## src/design/hpc_pkg.sv

```systemverilog
// Package with shared types, constants and conversion functions of the half precision converter.
package hpc_pkg;

  typedef enum logic {
    OP_TO_HALF   = 1'b0,
    OP_FROM_HALF = 1'b1
  } op_t;

  typedef struct packed {
    op_t         op;
    logic [31:0] operand_bits;
  } in_beat_t;

  typedef struct packed {
    logic [31:0] result_bits;
  } out_beat_t;

  localparam logic [15:0] HALF_INF    = 16'h7c00;
  localparam logic [31:0] SINGLE_INF  = 32'h7f800000;

  // Binary32 to binary16: rebias, truncate the fraction, flush or saturate.
  function automatic logic [31:0] narrow_to_half(input logic [31:0] x);
    logic        sgn;
    logic [7:0]  e8;
    logic [31:0] res;
    begin
      sgn = x[31];
      e8  = x[30:23];
      res = '0;
      res[15] = sgn;
      if (e8 <= 8'd112) begin
        res[14:0] = '0;
      end else if (e8 >= 8'd143) begin
        res[14:0] = HALF_INF[14:0];
      end else begin
        res[14:10] = 5'(e8 - 8'd112);
        res[9:0]   = x[22:13];
      end
      narrow_to_half = res;
    end
  endfunction

  // Binary16 to binary32, normalising subnormals with a leading-zero count.
  function automatic logic [31:0] widen_from_half(input logic [15:0] h);
    logic [4:0]  e;
    logic [9:0]  m;
    logic [3:0]  k;
    logic [10:0] sh;
    logic [31:0] res;
    begin
      e   = h[14:10];
      m   = h[9:0];
      k   = 4'd10;
      for (int i = 0; i < 10; i++) begin
        if (m[i]) k = 4'(10 - i);
      end
      sh  = 11'({1'b0, m} << k);
      res = '0;
      res[31] = h[15];
      if (e == 5'd0) begin
        if (m != 10'd0) begin
          res[30:23] = 8'd113 - 8'(k);
          res[22:13] = sh[9:0];
        end
      end else if (e == 5'd31) begin
        res[30:0]  = SINGLE_INF[30:0];
        res[22:13] = m;
      end else begin
        res[30:23] = 8'(e) + 8'd112;
        res[22:13] = m;
      end
      widen_from_half = res;
    end
  endfunction

endpackage

```

## src/design/hpc_if.sv

```systemverilog
// Valid/ready channel interface carrying one payload beat.
interface hpc_if #(parameter type payload_t = logic) ();
  logic     valid;
  logic     ready;
  payload_t data;
  modport source (output valid, output data, input ready);
  modport sink   (input valid, input data, output ready);
endinterface

```

## src/design/hpc_core.sv

```systemverilog
// Combinational conversion core selecting the direction by op.
module hpc_core (
  input  hpc_pkg::in_beat_t  din,
  output hpc_pkg::out_beat_t dout
);
  import hpc_pkg::*;

  always_comb begin
    unique case (din.op)
      OP_TO_HALF:   dout.result_bits = narrow_to_half(din.operand_bits);
      OP_FROM_HALF: dout.result_bits = widen_from_half(din.operand_bits[15:0]);
      default:      dout.result_bits = '0;
    endcase
  end
endmodule

```

## src/design/half_precision_converter.sv

```systemverilog
// Top level of the half precision converter: input register, conversion core, result register.
// Converts between IEEE 754 binary32 and binary16 bit patterns, one beat in and one beat out.
// op 0 narrows binary32 to binary16 by truncation, flushing small values to signed zero and
// large values, infinities and NaNs to signed infinity; op 1 widens binary16 exactly. A beat
// passes through the input register and then the result register, with the conversion logic
// between them. Both registers advance together whenever the result register is free or
// being taken, so while the output does not stall a new beat is accepted every cycle and
// throughput is one beat per clock; a stall at the output holds both stages.
module half_precision_converter (
  input logic clk,
  input logic rst_n,
  hpc_if.sink   in_ch,
  hpc_if.source out_ch
);
  import hpc_pkg::*;

  logic      s1_vld_r, s1_vld_nxt;
  logic      s2_vld_r, s2_vld_nxt;
  in_beat_t  s1_r;
  out_beat_t s2_r, conv;
  logic      adv;

  // The pipeline moves when the result stage is empty or being drained.
  assign adv          = !s2_vld_r || out_ch.ready;
  assign in_ch.ready  = adv;
  assign out_ch.valid = s2_vld_r;
  assign out_ch.data  = s2_r;

  hpc_core u_core (.din(s1_r), .dout(conv));

  always_comb begin
    s1_vld_nxt = adv ? in_ch.valid : s1_vld_r;
    s2_vld_nxt = adv ? s1_vld_r : s2_vld_r;
  end

  always_ff @(posedge clk) begin
    if (!rst_n) begin
      s1_vld_r <= 1'b0;
      s2_vld_r <= 1'b0;
    end else begin
      s1_vld_r <= s1_vld_nxt;
      s2_vld_r <= s2_vld_nxt;
    end
  end

  // Payload registers carry no reset.
  always_ff @(posedge clk) begin
    if (adv) begin
      s1_r <= in_ch.data;
      s2_r <= conv;
    end
  end
endmodule

```

## src/flat_wrapper.sv

```systemverilog
// flat-port wrapper written by rule: the top's interface ports become plain ports
module half_precision_converter_flat import hpc_pkg::*;
  (clk, rst_n, in_ch_valid, in_ch_data, in_ch_ready, out_ch_valid, out_ch_data, out_ch_ready);
  hpc_if #(.payload_t(in_beat_t)) in_ch_i ();
  hpc_if #(.payload_t(out_beat_t)) out_ch_i ();
  input logic clk;
  input logic rst_n;
  input wire logic [$bits(in_ch_i.valid)-1:0] in_ch_valid;
  input wire logic [$bits(in_ch_i.data)-1:0] in_ch_data;
  output wire logic [$bits(in_ch_i.ready)-1:0] in_ch_ready;
  output wire logic [$bits(out_ch_i.valid)-1:0] out_ch_valid;
  output wire logic [$bits(out_ch_i.data)-1:0] out_ch_data;
  input wire logic [$bits(out_ch_i.ready)-1:0] out_ch_ready;
  assign in_ch_i.valid = in_ch_valid;
  assign in_ch_i.data = in_ch_data;
  assign in_ch_ready = in_ch_i.ready;
  assign out_ch_valid = out_ch_i.valid;
  assign out_ch_data = out_ch_i.data;
  assign out_ch_i.ready = out_ch_ready;
  half_precision_converter u_core (.clk(clk), .rst_n(rst_n), .in_ch(in_ch_i), .out_ch(out_ch_i));
endmodule
```

## config.mk

```make
export PLATFORM = sky130hd
export DESIGN_NAME = half_precision_converter_flat
export DESIGN_NICKNAME = d
export VERILOG_FILES = /design/src/design/hpc_pkg.sv /design/src/design/hpc_if.sv /design/src/design/hpc_core.sv /design/src/design/half_precision_converter.sv /design/src/flat_wrapper.sv
export SDC_FILE = /design/constraint.sdc
export NUM_CORES = 1
export LEC_CHECK = 0
export ABC_AREA = 1
export BUFFER_PORTS_ARGS = -buffer_cell sky130_fd_sc_hd__buf_2
export CAP_MARGIN = 20
export CORE_AREA = 2 2 78 80
export CTS_BUF_LIST = sky130_fd_sc_hd__clkbuf_8 sky130_fd_sc_hd__clkbuf_16
export DETAILED_ROUTE_END_ITERATION = 7
export DIE_AREA = 0 0 80 82
export PLACE_DENSITY_LB_ADDON = 0.3
export SLEW_MARGIN = 10
export SYNTH_ARGS = -nofsm -noshare
export SYNTH_HDL_FRONTEND = slang
export SYNTH_HIERARCHICAL = 1
export SYNTH_SLANG_ARGS = --single-unit
```

## constraint.sdc

```tcl
create_clock -name clk -period 2.2 [get_ports clk]
set_input_delay 0.33 -clock clk [delete_from_list [all_inputs] [get_ports clk]]
set_output_delay 0.33 -clock clk [all_outputs]
set_load 0.01 [all_outputs]
```

-- Yosys cells after proc, flatten, opt, wreduce, memory -nomap -nowiden
Index checks and enable logic that the tools add are counted.
- register bits after elaboration: 67
- output and inout bits: 34
- word-level logic and storage cells: 33
- shift operators: 1
- add/sub/neg operators: 3
- reductions and logical operators: 4
- magnitude comparators: 2
- mux-type cells: 16
- bitwise gates (word level): 1
- equality and inequality tests: 1
- operators with widths (operator ; count):
    32-bit case mux with 2 select lines ; 1
    18-bit two-way mux ; 3
    4-bit two-way mux ; 9
    15-bit two-way mux ; 2
    10-bit nonzero test ; 1
    10-bit by 4-bit left shift with 10-bit output ; 1
    5-bit by 7-bit adder with 8-bit output (second input constant) ; 1
    8-bit greater-or-equal comparator (second input constant) ; 1
    8-bit by 7-bit <= comparator with 1-bit output (second input constant) ; 1
    7-bit by 4-bit subtractor with 8-bit output (first input constant) ; 1
    5-bit equality test (second input constant) ; 1
    5-bit zero test ; 1
    5-bit subtractor (second input constant) ; 1
    2-bit two-way mux ; 1
    1-bit zero test ; 1
    1-bit logical OR ; 1
    1-bit NOT ; 1

-- Longest topological paths before layout
- depth in word-level cells: 14
- mapped depth: 16
- mapped depth without buffers: 16

-- Modules after synthesis
Netlist, hierarchy kept.
- modules (own cells, without submodules) (module ; sequential area each (um^2) ; instances ; area each (um^2) ; cells each):
    half_precision_converter ; 1991.9 ; 1 ; 2034.5 ; 75
    hpc_core ; 0.0 ; 1 ; 897.1 ; 185

-- Least setup slack after synthesis
No wires, ideal clock.
- path kind: flip-flop to flip-flop
- start: register u_core/s1_r[1] in the netlist's numbering
- end: register u_core.s2_r, in the netlist u_core/out_ch.data[25] (data pin)
- cell stages (with the launch flop): 13
- buffers on the path: 1
- setup slack: 0.537 ns
- data arrival time: 1.409 ns
- data required time: 1.946 ns
- library setup time: 0.254 ns
- period minus slack after synthesis: 1.663 ns
- path through: edfxtp_1 -> inv_1 -> nand2_1 -> nand2_1 -> nand3_1 -> nand3_2 -> nand2_2 -> buf_6 -> ha_1 -> nand2_1 -> nor2_1 -> nor2_1 -> nor2_1
- RTL lines (element ; RTL line ; RTL):
    start: declaration ; half_precision_converter.sv:19 ; in_beat_t s1_r;
    start signal: assignment ; half_precision_converter.sv:49 ; s1_r <= in_ch.data;
    end signal: assignment ; half_precision_converter.sv:50 ; s2_r <= conv;
    end: declaration ; half_precision_converter.sv:20 ; out_beat_t s2_r, conv;

==> reports/results.tsv <==
stage	metric	value	unit
run_status	status	completed	
die	die height	82	um
global_routing	first-pass GRT wire length	8850	um
sta	Rel. slew slack	64.2	%
power	sequential group share of total power	54.7	%
sta	Final Slew Violations	0	
sta	Max Freq	492	MHz
synth	predominant post-synthesis flop cell	edfxtp_1	
synth	Seq/Total Area, Yosys	67.9	%
route	Vias	2076	
route	Via density	4.97	
route	drt pass-1 iters	4	
synth	ys async rst share	0	%
sta	RSZ-0062 raised after global routing	no	
clocking	Clk Latency, worst-skew pair	0.33	ns
power	sw power	683	uW
sta	fin crit share	92.3	%
power	VDD IR max	0.435	mV
setup_path	crit end category	flip-flop	
setup_path	critical path arrival	2.10	ns
clocking	CTS tree	yes	
setup_path	crit-path most repeated cell	nand3_1	
synth	Synth Net Count	298	
die	I/O pins	71	
clocking	clock root buffer	clkbuf_8	
power	sw frac	24.0	%
min_path	worst min path class	primary input to flip-flop	
final_layout	Fill cells	449	
die	die width	80	um
job	max-cap violations	0	
clocking	htree depth	3	
clocking	Worst-path clk slew	0.07	ns
placed_design	PortBufs	70	
final_layout	commonest non-fill, non-tap cell in the layout	buf_2	
route	DRT iter0 DRCs	159	
route	Final ANT Viol Nets	0	
synth	share of the synthesized area in the top cell type	66.6	%
sta	endpoints failing setup	0	
setup_path	crit-path max cell delay	0.46	ns
sta	measured slew at the worst slew-check pin	0.534	ns
placed_design	GPL Wtd Cong	0.903	
global_routing	vias in the first global route	1949	
power	leakage power	0.00163	uW
setup_path	Setup crit start kind	flip-flop	
setup_path	Worst EP required	2.27	ns
sta	clk_skew	0.0104	ns
clocking	post_cts resized	0	
synth	library cells used by synthesis	32	
synth	mapped cell area	2930	um2
setup_path	kind of critical path	flip-flop to flip-flop	
global_routing	initial antenna violation count	0	
clocking	CTS Buf Count	9	
clocking	clock buffer depth	2	
synth	Mapped Cells	260	
sta	Final min period	2.03	ns
die	die area	6560	um2
synth	synth warn	6	
sta	Fin Setup TNS	0	ns
final_layout	Layout Nets	376	
power	P per Cell Area	795	nW/um2
global_routing	gr ovfl total	0	
global_routing	largest net degree at the start of global routing	54	
placed_design	DP HPWL	4020	um
synth	synthesis-stage register bit count	67	
synth	Post-synth EDFFs	65	
sta	final hold vios	0	
final_layout	Area Growth Syn to Fin	21.9	%
power	Comb power frac	12.4	%
synth	Mean Syn Cell Area	11.3	um2
die	Rows	28	
final_layout	most frequent cells in the layout	buf_2 (70), edfxtp_1 (65), nand2_1 (50), inv_1 (31), nand3_1 (27)	
global_routing	GRT Util Overall	18.5	%
route	Wirelength per Cell	13.5	um
route	DRC errors left	0	
power	total power	2840	uW
clocking	Hold Buf Count CTS	0	
route	drt total wl	5660	um
final_layout	# diodes	0	
setup_path	crit path max fanout	11	
setup_path	slowest CP cell	edfxtp_1	
die	Core ar.	5750	um2
clocking	CTS sink count	67	
power	portion of total power attributed to the clock network	32.9	%
power	internal power	2160	uW
synth	synth top area cells	edfxtp_1 (67%), nand2_1 (6.4%), nand3_1 (4.6%)	
synth	Yosys top cell by area	edfxtp_1	
final_layout	share of cells above drive strength 1	29.7	%
clocking	post-CTS setup buffers	0	
die	Starting Density	51.0	%
setup_path	worst path cell trace	inv_1 > nand2_1 > nand2_1 > nand3_1 > nand3_2 > nand2_2 > inv_1 > nand3_1 > nand3_1 > nand3_1 > nand2_1 > a21oi_1	
kinds of logic (layout without fill, tap and decap cells):
| logic type | after synthesis | count (layout) | share of synthesized area (%) |
|---|---|---|---|
| and+or+nand+nor | 115 | 115 | 18.1 |
| DFF | 67 | 67 | 67.9 |
| adders and majority gates | 1 | 1 | 0.427 |
| AOI/OAI and AO/OA | 40 | 40 | 7.81 |
| buffers and inverters | 37 | 120 | 5.68 |
cell usage after synthesis (2+ instances only):
cell type  number
nand2_2         4
nand3_1        27
inv_2           2
nor2_1         19
nor3_1          6
clkbuf_1        2
a31oi_1         2
o21ai_0        15
o21ai_1         2
nand3_2         2
dfxtp_1         2
nand2_4         2
edfxtp_1       65
buf_2           2
inv_1          28
nand2_1        50
a21oi_1        15
metrics by stage:
stage | cell area (um2) | utilization [%] | hold slack [ns] | worst slack, ns | std cells
after floorplan | 2930 | - | 0.429 | 0.537 | 260
after global placement | 3380 | 58.8 | 0.452 | 0.116 | 402
after detailed placement | 3380 | 58.8 | 0.464 | 0.174 | 402
after CTS | 3570 | 62.1 | 0.146 | 0.146 | 418
after global routing | 3570 | 62.2 | 0.146 | 0.0125 | 418
final | 3570 | 62.2 | 0.168 | 0.169 | 418
worst max-delay path: cells and delay by family, from the launching register on:
| kind | cells | cell delay [ns] |
|---|---|---|
| compound gates | 1 | 0.06 |
| buf+inv | 2 | 0.38 |
| flops | 1 | 0.46 |
| simple gates | 9 | 0.89 |
final cells by class:
cell class,instances,area [um2],share of cell area [%]
flip-flops and latches,67,1990,55.8
multi-input cells,156,785,22.0
repair buffers,73,385,10.8
inverters,31,130,3.64
clock buffers,9,124,3.47
well taps,75,93.8,2.63
clock inverters,7,62.6,1.75
metal layers:
metal | global-route usage, % | wire length, um | share of wire, %
met3 | 4.51 | 419 | 7.4
met5 | 0 | 0 | 0
met1 | 24.2 | 2470 | 44
met4 | 10.2 | 97 | 1.7
met2 | 28.4 | 2680 | 47
power by group through the flow:
stage / clock [uW] / sequential, uW / combinational [uW]
2_1_floorplan: 0 / 1610 / 186
4_1_cts: 965 / 1550 / 351
3_3_place_gp: 0 / 1580 / 351
6_report: 934 / 1550 / 353
3_5_place_dp: 0 / 1580 / 349
5_1_grt: 1020 / 1560 / 397
final timing paths:
kind                        start                      to  slack [ns]  depth (start not counted)
hold reg to reg   u_core/s1_vld_r     u_core/out_ch.valid        0.47                          2
hold / removal     in_ch_data[19]         u_core/s1_r[19]        0.17                          1
setup / recovery   u_core/s1_r[1]  u_core/out_ch.data[22]        0.17                         12
setup reg to reg   u_core/s1_r[1]  u_core/out_ch.data[22]        0.17                         12
state kept, by name (all words and copies together) (netlist names):
signal               flops
u_core/out_ch.data      32
u_core/s1_vld_r          1
u_core/s1_r             33
u_core/out_ch.valid      1
Power figures use the tool's default switching activity.
